### src/hw/rtl/scf_pkg.sv
// types, constants and helper functions shared by the stick command framer
// no dependencies; used by scf_front, scf_queue, scf_back and the top level
package scf_pkg;

    localparam int PULSE_W   = 11;
    localparam int AXIS_W    = 16;
    localparam int HEIGHT_W  = 32;
    localparam int FLAGS_W   = 3;
    localparam int BTN_W     = 12;
    localparam int HAT_W     = 4;
    localparam int CMD_W     = 3;
    localparam int FRAME_LEN = 17;
    localparam int IDX_W     = $clog2(FRAME_LEN);

    typedef enum logic [CMD_W-1:0] {
        CMD_SAMPLE  = 3'd0,
        CMD_SEND    = 3'd1,
        CMD_TELEM   = 3'd2,
        CMD_TAKEOFF = 3'd3,
        CMD_LAND    = 3'd4
    } t_cmd;

    // axis gains
    localparam logic signed [PULSE_W-1:0] GAIN_ROLL     = 11'sd250;
    localparam logic signed [PULSE_W-1:0] GAIN_PITCH    = -11'sd250;
    localparam logic signed [PULSE_W-1:0] GAIN_YAW      = 11'sd250;
    localparam logic signed [PULSE_W-1:0] GAIN_THROTTLE = -11'sd500;

    localparam logic [PULSE_W-1:0] PULSE_CENTER    = 11'd1500;
    localparam logic [PULSE_W-1:0] THR_FORCE_LIMIT = 11'd1100;
    localparam logic [PULSE_W-1:0] YAW_PULSE_MIN   = 11'd1000;
    localparam logic [PULSE_W-1:0] YAW_PULSE_MAX   = 11'd2000;

    localparam logic [HEIGHT_W-1:0] LAND_HEIGHT = 32'hFFFF_FFD8; // -40

    // hat codes
    localparam logic [HAT_W-1:0] HAT_UP   = 4'd1;
    localparam logic [HAT_W-1:0] HAT_DOWN = 4'd4;

    // button numbers
    localparam int BTN_YAW_DOWN  = 2;
    localparam int BTN_YAW_UP    = 3;
    localparam int BTN_SERVO_OFF = 8;
    localparam int BTN_SERVO_ON  = 9;
    localparam int BTN_ALT_OFF   = 10;
    localparam int BTN_ALT_ON    = 11;

    // flag bits
    localparam int FLAG_SEND  = 0;
    localparam int FLAG_ALT   = 1;
    localparam int FLAG_SERVO = 2;

    // frame header and checksum span
    localparam logic [7:0] HDR0 = 8'h40;
    localparam logic [7:0] HDR1 = 8'h26;
    localparam logic [7:0] HDR2 = 8'h2A;
    localparam logic [IDX_W-1:0] CSUM_FIRST = IDX_W'(3);
    localparam logic [IDX_W-1:0] CSUM_LAST  = IDX_W'(15);
    localparam logic [IDX_W-1:0] LAST_IDX   = IDX_W'(FRAME_LEN - 1);

    typedef struct packed {
        logic [PULSE_W-1:0]  roll;
        logic [PULSE_W-1:0]  pitch;
        logic [PULSE_W-1:0]  yaw;
        logic [PULSE_W-1:0]  throttle;
        logic [HEIGHT_W-1:0] height;
        logic [FLAGS_W-1:0]  flags;
    } t_frame;

    // (gain * raw) / 32768 truncated toward zero, plus center
    function automatic logic [PULSE_W-1:0] axis_pulse(
        input logic signed [PULSE_W-1:0] gain,
        input logic signed [AXIS_W-1:0]  raw
    );
        logic signed [26:0] prod;
        logic signed [26:0] biased;
        logic signed [11:0] quot;
        logic signed [11:0] sum;
        prod   = 27'(gain) * 27'(raw);
        biased = prod + (prod[26] ? 27'sd32767 : 27'sd0);
        quot   = 12'(biased >>> 15);
        sum    = quot + 12'sd1500;
        return sum[PULSE_W-1:0];
    endfunction

    // byte of the frame at a given position; checksum passed in
    function automatic logic [7:0] frame_byte(
        input t_frame           f,
        input logic [IDX_W-1:0] idx,
        input logic [7:0]       csum
    );
        logic [7:0] b;
        case (idx)
            5'd0:    b = HDR0;
            5'd1:    b = HDR1;
            5'd2:    b = HDR2;
            5'd3:    b = {5'b0, f.roll[10:8]};
            5'd4:    b = f.roll[7:0];
            5'd5:    b = {5'b0, f.pitch[10:8]};
            5'd6:    b = f.pitch[7:0];
            5'd7:    b = {5'b0, f.yaw[10:8]};
            5'd8:    b = f.yaw[7:0];
            5'd9:    b = {5'b0, f.throttle[10:8]};
            5'd10:   b = f.throttle[7:0];
            5'd11:   b = f.height[7:0];
            5'd12:   b = f.height[15:8];
            5'd13:   b = f.height[23:16];
            5'd14:   b = f.height[31:24];
            5'd15:   b = {5'b0, f.flags};
            default: b = csum;
        endcase
        return b;
    endfunction

endpackage

### src/hw/rtl/scf_front.sv
// front end: decodes commands, keeps pulses, height, offset, altitude and flags
// depends on scf_pkg; pushes frame snapshots into scf_queue
module scf_front (
    input  logic                              i_clk,
    input  logic                              i_rst_n,
    input  logic                              i_accept,
    input  logic [scf_pkg::CMD_W-1:0]         i_cmd,
    input  logic signed [scf_pkg::AXIS_W-1:0] i_axis_roll,
    input  logic signed [scf_pkg::AXIS_W-1:0] i_axis_pitch,
    input  logic signed [scf_pkg::AXIS_W-1:0] i_axis_yaw,
    input  logic signed [scf_pkg::AXIS_W-1:0] i_axis_throttle,
    input  logic [scf_pkg::BTN_W-1:0]         i_buttons,
    input  logic [scf_pkg::HAT_W-1:0]         i_hat,
    input  logic [scf_pkg::HEIGHT_W-1:0]      i_telemetry_altitude,
    input  logic [scf_pkg::HEIGHT_W-1:0]      i_takeoff_height,
    output logic                              o_push,
    output scf_pkg::t_frame                   o_push_frame
);

    logic [scf_pkg::PULSE_W-1:0]  r_roll, n_roll;
    logic [scf_pkg::PULSE_W-1:0]  r_pitch, n_pitch;
    logic [scf_pkg::PULSE_W-1:0]  r_yaw, n_yaw;
    logic [scf_pkg::PULSE_W-1:0]  r_throttle, n_throttle;
    logic [scf_pkg::HEIGHT_W-1:0] r_height, n_height;
    logic [scf_pkg::HEIGHT_W-1:0] r_offset, n_offset;
    logic [scf_pkg::HEIGHT_W-1:0] r_alt, n_alt;
    logic [scf_pkg::FLAGS_W-1:0]  r_flags, n_flags;

    logic [scf_pkg::PULSE_W-1:0] throttle_p;
    logic                        yaw_force;

    assign throttle_p = scf_pkg::axis_pulse(scf_pkg::GAIN_THROTTLE, i_axis_throttle);
    assign yaw_force  = throttle_p < scf_pkg::THR_FORCE_LIMIT;

    always_comb begin
        n_roll     = r_roll;
        n_pitch    = r_pitch;
        n_yaw      = r_yaw;
        n_throttle = r_throttle;
        n_height   = r_height;
        n_offset   = r_offset;
        n_alt      = r_alt;
        n_flags    = r_flags;
        o_push     = 1'b0;

        o_push_frame.roll     = r_roll;
        o_push_frame.pitch    = r_pitch;
        o_push_frame.yaw      = r_yaw;
        o_push_frame.throttle = r_throttle;
        o_push_frame.height   = r_height + r_offset;
        o_push_frame.flags    = r_flags;

        if (i_accept) begin
            case (scf_pkg::t_cmd'(i_cmd))
                scf_pkg::CMD_SAMPLE: begin
                    if (i_hat == scf_pkg::HAT_UP) begin
                        n_height = r_height + 32'd1;
                    end else if (i_hat == scf_pkg::HAT_DOWN) begin
                        n_height = r_height - 32'd1;
                    end
                    n_roll     = scf_pkg::axis_pulse(scf_pkg::GAIN_ROLL, i_axis_roll);
                    n_pitch    = scf_pkg::axis_pulse(scf_pkg::GAIN_PITCH, i_axis_pitch);
                    n_throttle = throttle_p;
                    if (i_buttons[scf_pkg::BTN_YAW_DOWN] && yaw_force) begin
                        n_yaw = scf_pkg::YAW_PULSE_MIN;
                    end else if (i_buttons[scf_pkg::BTN_YAW_UP] && yaw_force) begin
                        n_yaw = scf_pkg::YAW_PULSE_MAX;
                    end else begin
                        n_yaw = scf_pkg::axis_pulse(scf_pkg::GAIN_YAW, i_axis_yaw);
                    end
                    if (i_buttons[scf_pkg::BTN_SERVO_OFF]) begin
                        n_flags[scf_pkg::FLAG_SERVO] = 1'b0;
                    end
                    if (i_buttons[scf_pkg::BTN_SERVO_ON]) begin
                        n_flags[scf_pkg::FLAG_SERVO] = 1'b1;
                    end
                    if (i_buttons[scf_pkg::BTN_ALT_OFF]) begin
                        n_flags[scf_pkg::FLAG_ALT] = 1'b0;
                        n_height = '0;
                    end
                    if (i_buttons[scf_pkg::BTN_ALT_ON]) begin
                        n_flags[scf_pkg::FLAG_ALT] = 1'b1;
                        n_offset = r_alt;
                        n_height = '0;
                    end
                end
                scf_pkg::CMD_SEND: begin
                    o_push = 1'b1;
                    n_flags[scf_pkg::FLAG_SEND] = 1'b0;
                end
                scf_pkg::CMD_TELEM: begin
                    n_alt = i_telemetry_altitude;
                end
                scf_pkg::CMD_TAKEOFF: begin
                    n_flags[scf_pkg::FLAG_ALT] = 1'b1;
                    n_offset = r_alt;
                    n_height = i_takeoff_height;
                end
                scf_pkg::CMD_LAND: begin
                    n_height = scf_pkg::LAND_HEIGHT;
                end
                default: begin
                end
            endcase
        end
    end

    always_ff @(posedge i_clk) begin
        if (!i_rst_n) begin
            r_roll     <= '0;
            r_pitch    <= '0;
            r_yaw      <= '0;
            r_throttle <= '0;
            r_height   <= '0;
            r_offset   <= '0;
            r_alt      <= '0;
            r_flags    <= '0;
        end else begin
            r_roll     <= n_roll;
            r_pitch    <= n_pitch;
            r_yaw      <= n_yaw;
            r_throttle <= n_throttle;
            r_height   <= n_height;
            r_offset   <= n_offset;
            r_alt      <= n_alt;
            r_flags    <= n_flags;
        end
    end

endmodule

### src/hw/rtl/scf_queue.sv
// two-entry queue of frame snapshots between front end and serializer
// depends on scf_pkg for the frame type
module scf_queue (
    input  logic            i_clk,
    input  logic            i_rst_n,
    input  logic            i_push,
    input  scf_pkg::t_frame i_push_frame,
    input  logic            i_pop,
    output scf_pkg::t_frame o_head,
    output logic            o_empty,
    output logic            o_full
);

    scf_pkg::t_frame r_mem [2];
    logic            r_wr_ptr, n_wr_ptr;
    logic            r_rd_ptr, n_rd_ptr;
    logic [1:0]      r_count, n_count;

    assign o_head  = r_mem[r_rd_ptr];
    assign o_empty = (r_count == 2'd0);
    assign o_full  = (r_count == 2'd2);

    always_comb begin
        n_wr_ptr = r_wr_ptr;
        n_rd_ptr = r_rd_ptr;
        n_count  = r_count;
        if (i_push) begin
            n_wr_ptr = ~r_wr_ptr;
        end
        if (i_pop) begin
            n_rd_ptr = ~r_rd_ptr;
        end
        if (i_push && !i_pop) begin
            n_count = r_count + 2'd1;
        end else if (!i_push && i_pop) begin
            n_count = r_count - 2'd1;
        end
    end

    always_ff @(posedge i_clk) begin
        if (i_push) begin
            r_mem[r_wr_ptr] <= i_push_frame;
        end
    end

    always_ff @(posedge i_clk) begin
        if (!i_rst_n) begin
            r_wr_ptr <= 1'b0;
            r_rd_ptr <= 1'b0;
            r_count  <= '0;
        end else begin
            r_wr_ptr <= n_wr_ptr;
            r_rd_ptr <= n_rd_ptr;
            r_count  <= n_count;
        end
    end

endmodule

### src/hw/rtl/scf_back.sv
// serializer: walks a frame snapshot byte by byte and appends the xor checksum
// depends on scf_pkg; pops frames from scf_queue
module scf_back (
    input  logic            i_clk,
    input  logic            i_rst_n,
    input  logic            i_empty,
    input  scf_pkg::t_frame i_head,
    output logic            o_pop,
    output logic            o_valid,
    input  logic            i_ready,
    output logic [7:0]      o_data,
    output logic            o_last
);

    logic                          r_busy, n_busy;
    logic [scf_pkg::IDX_W-1:0]     r_idx, n_idx;
    logic [7:0]                    r_csum, n_csum;
    scf_pkg::t_frame               r_frame, n_frame;
    logic                          r_valid, n_valid;
    logic [7:0]                    r_data, n_data;
    logic                          r_last, n_last;

    logic       adv;
    logic [7:0] cur_byte;

    assign adv      = !r_valid || i_ready;
    assign cur_byte = scf_pkg::frame_byte(r_frame, r_idx, r_csum);

    assign o_valid = r_valid;
    assign o_data  = r_data;
    assign o_last  = r_last;

    always_comb begin
        n_busy  = r_busy;
        n_idx   = r_idx;
        n_csum  = r_csum;
        n_frame = r_frame;
        n_valid = r_valid;
        n_data  = r_data;
        n_last  = r_last;
        o_pop   = 1'b0;

        if (adv) begin
            n_valid = r_busy;
            if (r_busy) begin
                n_data = cur_byte;
                n_last = (r_idx == scf_pkg::LAST_IDX);
                n_idx  = r_idx + 1'b1;
                if (r_idx >= scf_pkg::CSUM_FIRST && r_idx <= scf_pkg::CSUM_LAST) begin
                    n_csum = r_csum ^ cur_byte;
                end
                if (r_idx == scf_pkg::LAST_IDX) begin
                    n_busy = 1'b0;
                end
            end
        end

        // next frame loads from a non-empty queue while idle, or as soon as the current one moves its last byte out
        if ((!r_busy || (adv && r_idx == scf_pkg::LAST_IDX)) && !i_empty) begin
            o_pop   = 1'b1;
            n_busy  = 1'b1;
            n_idx   = '0;
            n_csum  = '0;
            n_frame = i_head;
        end
    end

    always_ff @(posedge i_clk) begin
        r_idx   <= n_idx;
        r_csum  <= n_csum;
        r_frame <= n_frame;
        r_data  <= n_data;
        r_last  <= n_last;
    end

    always_ff @(posedge i_clk) begin
        if (!i_rst_n) begin
            r_busy  <= 1'b0;
            r_valid <= 1'b0;
        end else begin
            r_busy  <= n_busy;
            r_valid <= n_valid;
        end
    end

endmodule

### src/hw/rtl/stick_command_framer.sv
// stick command framer top level: input stream, front end, frame queue, serializer
// depends on scf_pkg, scf_front, scf_queue and scf_back
//
// Turns joystick samples and vehicle events into 17-byte command frames. Each
// input transaction carries a command in tuser (0 stick sample, 1 send tick,
// 2 telemetry altitude, 3 takeoff, 4 landing; 5..7 are ignored) and all raw
// fields in tdata. Unless the frame queue is full, the front end takes one
// transaction per clock and updates the pulse, height, offset, altitude and flag
// registers in that same cycle; a send tick snapshots those registers, with
// height plus offset already summed, into a two-entry frame queue. The
// serializer drains the queue one byte per clock while the output side is ready:
// three header bytes, the four pulses high byte first, the 32-bit height low byte
// first, the flag byte and an xor checksum over bytes 3..15, which carries tlast.
// Frames follow each other without a gap while the output side is ready. Input
// tready drops only while both queue entries hold frames that have not begun to
// serialize, so that is set by the serializer and the output back-pressure.
module stick_command_framer (
    input  logic         i_clk,
    input  logic         i_rst_n,
    // input stream
    input  logic         i_s_axis_tvalid,
    output logic         o_s_axis_tready,
    // tdata from bit 0: axis_roll[15:0], axis_pitch[31:16], axis_yaw[47:32],
    // axis_throttle[63:48], buttons[75:64], hat[79:76],
    // telemetry_altitude[111:80], takeoff_height[143:112]
    input  logic [143:0] i_s_axis_tdata,
    // tuser from bit 0: command[2:0]
    input  logic [2:0]   i_s_axis_tuser,
    // output stream
    output logic         o_m_axis_tvalid,
    input  logic         i_m_axis_tready,
    // tdata from bit 0: frame_byte[7:0]
    output logic [7:0]   o_m_axis_tdata,
    // tlast: last_byte, set on the checksum byte
    output logic         o_m_axis_tlast
);

    logic            accept;
    logic            push;
    logic            pop;
    logic            q_empty;
    logic            q_full;
    scf_pkg::t_frame push_frame;
    scf_pkg::t_frame head_frame;

    // a transaction is taken whenever the queue has room for a frame
    assign o_s_axis_tready = !q_full;
    assign accept          = i_s_axis_tvalid && o_s_axis_tready;

    scf_front u_front (
        .i_clk                (i_clk),
        .i_rst_n              (i_rst_n),
        .i_accept             (accept),
        .i_cmd                (i_s_axis_tuser),
        .i_axis_roll          (i_s_axis_tdata[15:0]),
        .i_axis_pitch         (i_s_axis_tdata[31:16]),
        .i_axis_yaw           (i_s_axis_tdata[47:32]),
        .i_axis_throttle      (i_s_axis_tdata[63:48]),
        .i_buttons            (i_s_axis_tdata[75:64]),
        .i_hat                (i_s_axis_tdata[79:76]),
        .i_telemetry_altitude (i_s_axis_tdata[111:80]),
        .i_takeoff_height     (i_s_axis_tdata[143:112]),
        .o_push               (push),
        .o_push_frame         (push_frame)
    );

    // frame snapshots wait here so the front end keeps taking samples
    scf_queue u_queue (
        .i_clk        (i_clk),
        .i_rst_n      (i_rst_n),
        .i_push       (push),
        .i_push_frame (push_frame),
        .i_pop        (pop),
        .o_head       (head_frame),
        .o_empty      (q_empty),
        .o_full       (q_full)
    );

    // byte serializer with a registered output stage
    scf_back u_back (
        .i_clk   (i_clk),
        .i_rst_n (i_rst_n),
        .i_empty (q_empty),
        .i_head  (head_frame),
        .o_pop   (pop),
        .o_valid (o_m_axis_tvalid),
        .i_ready (i_m_axis_tready),
        .o_data  (o_m_axis_tdata),
        .o_last  (o_m_axis_tlast)
    );

endmodule

### config.mk
export PLATFORM = sky130hd
export DESIGN_NAME = stick_command_framer
export DESIGN_NICKNAME = d
export VERILOG_FILES = /design/src/hw/rtl/scf_pkg.sv /design/src/hw/rtl/scf_front.sv /design/src/hw/rtl/scf_queue.sv /design/src/hw/rtl/scf_back.sv /design/src/hw/rtl/stick_command_framer.sv
export SDC_FILE = /design/constraint.sdc
export NUM_CORES = 1
export LEC_CHECK = 0
export BUFFER_PORTS_ARGS = -buffer_cell sky130_fd_sc_hd__buf_2
export CORE_MARGIN = 8
export CORE_UTILIZATION = 30
export DETAILED_ROUTE_END_ITERATION = 16
export HOLD_SLACK_MARGIN = 0.02
export PLACE_DENSITY = 0.43
export SLEW_MARGIN = 20
export SYNTH_ARGS = -nofsm -noshare
export SYNTH_HDL_FRONTEND = slang
export SYNTH_SLANG_ARGS = --single-unit
### constraint.sdc
create_clock -name i_clk -period 26.7 [get_ports i_clk]
set_input_delay 0 -clock i_clk [delete_from_list [all_inputs] [get_ports i_clk]]
set_output_delay 0 -clock i_clk [all_outputs]
set_load 0.005 [all_outputs]
==> flow_metrics.py <==
metrics = {
    "drt": {
        "wl_per_cell_um": 16.3,
        "vias_per_cell": 4.78,
        "vias": 21932,
        "dr.pass1.iters": 5,
        "drc_errors": 0,
        "drt_iter0_markers": 840,
        "ant_nets": 0,
        "wirelength_mm": 74.7,
    },
    "sta": {
        "tns_ns": 0,
        "finalSetupViolCount": 0,
        "slew_headroom": 0.280,
        "hold_viol_final": 0,
        "rsz0062_at_grt": "no",
        "max_clock_freq_ghz": 0.130,
        "fin_ws_ns": 18.99,
        "post-route-period-util": 0.289,
        "slew_violations": 0,
        "tightest_slew_ns": 1.08,
        "period_needed_ns": 7.71,
        "fin_skew_ns": 0.0313,
    },
    "critical_path": {
        "cpMaxStageDelayCell": "o41ai_1",
        "worst-path-max-fanout": 15,
        "worst_setup_path_start_kind": "primary input",
        "ff2ff_setup_slack_ns": 21.86,
        "criticalPathCategory": "in2reg",
        "worstPathArrival_ns": 8.25,
        "worstPathRequired_ns": 27.24,
        "crit_start": "i_s_axis_tdata[37]",
        "reg2reg_depth": 14,
        "critPathCaptureType": "flop",
        "r2r-start": "u_front.r_height[1]",
        "r2r-end": "u_front.r_height[31]",
        "max_stage_delay_ns": 0.59,
    },
    "finish": {
        "finalNetCount": 3932,
        "instances_no_fill": 4593,
        "area_growth_pct": 15.3,
        "layout-drive-gt1-share": 0.113,
        "num-fill-cells": 10334,
    },
    "power_and_ir_drop": {
        "clock_power_share": 0.195,
        "p_leak_nw": 15.0,
        "p_int_mw": 1.96,
        "p_switching_mw": 1.42,
        "seqPwrFrac": 0.248,
        "p_per_area_nw_per_um2": 97.0,
        "swShare": 0.420,
        "irDropWorstVdd_mv": 0.0572,
        "power_frac_comb": 0.557,
    },
    "synthesis": {
        "synth_ff_type": "edfxtp_1",
        "ys.warnings.count": 0,
        "ys_ff_latch": 404,
        "synth_edf_count": 243,
        "async_reset_ff_frac": 0,
        "syn_area_per_cell_um2": 9.92,
        "synth_nets": 3719,
        "synth_cells": 3041,
        "syn-cell-area_um2": 30200,
        "synthDistinctLibCells": 89,
        "yosysSeqAreaShare": 0.349,
    },
    "global_route": {
        "grt_pass1_wl_mm": 122,
        "track_usage": 0.133,
        "antenna_found_initial": 4,
        "grt_overflow": 0,
        "grt_max_degree": 78,
        "grt_pass1_vias": 22452,
    },
    "floorplanning": {
        "die_area_um2": 111000,
        "coreArea_um2": 99900,
        "row_count": 116,
        "start_util": 0.302,
        "die_h_um": 333,
        "die_x_um": 333,
        "pin_count": 162,
    },
    "place": {
        "place_ws_ns": 18.43,
        "placed_cells": 4430,
        "gp_congestion": 0.796,
        "portBuffers": 155,
        "dp_hpwl_mm": 57.2,
    },
    "worst_hold_path": {
        "min_from": "i_s_axis_tdata[77]",
        "hold_depth": 5,
        "hold_path_end": "u_front.r_height[31]",
        "hold_class": "in2reg",
    },
    "cts": {
        "cts_buffer_depth": 3,
        "cts_tree": "yes",
        "clk_pin_slew_ns": 0.06,
        "postCtsHoldBufs": 73,
        "root_buffer": "clkbuf_16",
        "post_cts_resized": 0,
        "htree_levels": 2,
        "cts_sinks": 404,
        "post_cts_buffers": 0,
        "clk_latency_ns": 0.60,
        "cts_buffers": 47,
    },
    "outcome": {
        "status": "finished clean",
    },
    "job": {
        "max-cap-violations": 0,
    },
}
-- per-stage QoR --
step	hold slack (ns)	instance area [um2]	power (mW)	util
5_1_grt	0.0789	34800	3.71	0.348
3_3_place_gp	0.248	32500	2.74	0.325
4_1_cts	0.0215	34800	3.43	0.348
2_1_floorplan	0.136	30200	2.28	-
6_report	0.0630	34800	3.37	0.348
3_5_place_dp	0.249	32500	2.75	0.325
-- metal layers --
| metal | GRT usage | wire (um) | up-vias |
|---|---|---|---|
| met4 | 0.0298 | 1330 | 4 |
| met2 | 0.220 | 34200 | 269 |
| met3 | 0.0154 | 2130 | 84 |
| met1 | 0.185 | 37000 | 10440 |
| met5 | 0 | 26 | - |
| li1 | - | - | 11135 |
-- power groups by stage --
stage	clock, mW	sequential [mW]	combinational (mW)
2_1_floorplan	0	0.819	1.46
3_3_place_gp	0	0.849	1.90
3_5_place_dp	0	0.848	1.90
4_1_cts	0.677	0.837	1.92
5_1_grt	0.699	0.844	2.16
6_report	0.658	0.835	1.88
-- layout make-up --
class | instances | area (um2) | share of cell area
multi-input combinational | 2163 | 17900 | 0.515
sequential | 404 | 10500 | 0.303
timing repair buffer | 248 | 1660 | 0.0476
tap | 1298 | 1620 | 0.0467
inverter | 390 | 1470 | 0.0421
clock buffer | 66 | 1330 | 0.0382
clock inverter | 22 | 264 | 0.00759
antenna | 2 | 5.00 | 0.000144
-- registers in the layout, indices dropped and copies added, names as in the netlist, 2 cells and up --
register            flops
u_front.r_pitch        11
u_queue.r_count         2
u_front.r_flags         2
u_front.r_throttle     11
u_front.r_offset       32
u_front.r_yaw          11
u_queue.r_mem         156
u_back.r_idx            5
u_front.r_height       32
u_front.r_alt          32
u_back.o_data           8
u_front.r_roll         11
u_back.r_frame         78
u_back.r_csum           8
-- critical path: cells and delay by family --
kind | cells | cell delay [ns]
XOR/XNOR | 1 | 0.13
AO/OA/AOI/OAI | 9 | 2.31
adder cells (fa/ha/maj) | 6 | 2.65
buffers and inverters | 7 | 1.26
AND/OR/NAND/NOR | 9 | 1.87
-- layout by cell type, fill, tap and decap left out, types with 16 or more instances in the layout --
cell type	count
fa_1	145
a211oi_1	33
buf_2	155
clkbuf_16	49
a21oi_1	233
buf_4	20
edfxtp_1	243
ha_1	382
and2_1	18
nand2b_1	22
xnor2_1	123
and3_1	18
o31ai_1	21
nor2b_1	24
a221oi_1	31
nand2_1	257
a22oi_1	19
nor3_1	33
dfxtp_1	160
or3_1	16
dlygate4sd3_1	73
mux2_2	80
xor2_1	46
o21ai_0	122
a21o_1	53
nor2_1	173
nand3_1	52
inv_1	389
o21a_1	33
-- worst max-delay path by stage --
stage / end / slack, ns / cells past startpoint
5_1_grt: u_front.r_yaw[5] / 18.38 / 32
3_3_place_gp: u_front.r_yaw[8] / 18.49 / 32
6_report: u_front.r_yaw[5] / 18.99 / 32
3_5_place_dp: u_front.r_yaw[8] / 18.43 / 32
4_1_cts: u_front.r_yaw[5] / 18.95 / 32
2_1_floorplan: u_queue.r_mem[0][0] / 17.71 / 4
-- cells by family after synthesis --
| kind of cell | count (synthesis) | share of synthesized area |
|---|---|---|
| xor gates and xnor gates | 170 | 0.0498 |
| buffers and inverters | 474 | 0.0593 |
| and+or+nand+nor | 694 | 0.107 |
| DFF | 404 | 0.349 |
| muxes | 88 | 0.0327 |
| adders and majority gates | 527 | 0.255 |
| AOI/OAI and AO/OA | 684 | 0.148 |
-- cells in the mapped netlist (7+ instances only) --
library cell  number  area share
a211oi_1          33      0.0082
a21boi_0           9      0.0022
a21o_1            53       0.013
a21oi_1          235       0.039
a221oi_1          31      0.0090
a22oi_1           19      0.0047
a31oi_1           15      0.0031
a32oi_1            8      0.0023
a41oi_1           10      0.0029
and2_1            19      0.0039
and3_1            19      0.0039
clkbuf_1          74      0.0092
dfxtp_1          161        0.11
edfxtp_1         243        0.24
fa_1             145       0.096
ha_1             382        0.16
inv_1            389       0.048
mux2_2            80       0.030
mux2i_1            7      0.0023
nand2_1          257       0.032
nand2b_1          22      0.0046
nand3_1           52      0.0086
nand3b_1           7      0.0017
nand4_1           15      0.0031
nor2_1           175       0.022
nor2b_1           24      0.0050
nor3_1            34      0.0056
nor3b_1            7      0.0017
nor4_1             9      0.0019
o211ai_1           8      0.0020
o21a_1            33      0.0082
o21ai_0          122       0.020
o21bai_1           9      0.0022
o31ai_1           21      0.0052
or2_2             13      0.0027
or3_1             16      0.0033
xnor2_1          123       0.036
xor2_1            46       0.013
(Power assumes the default switching activity.)
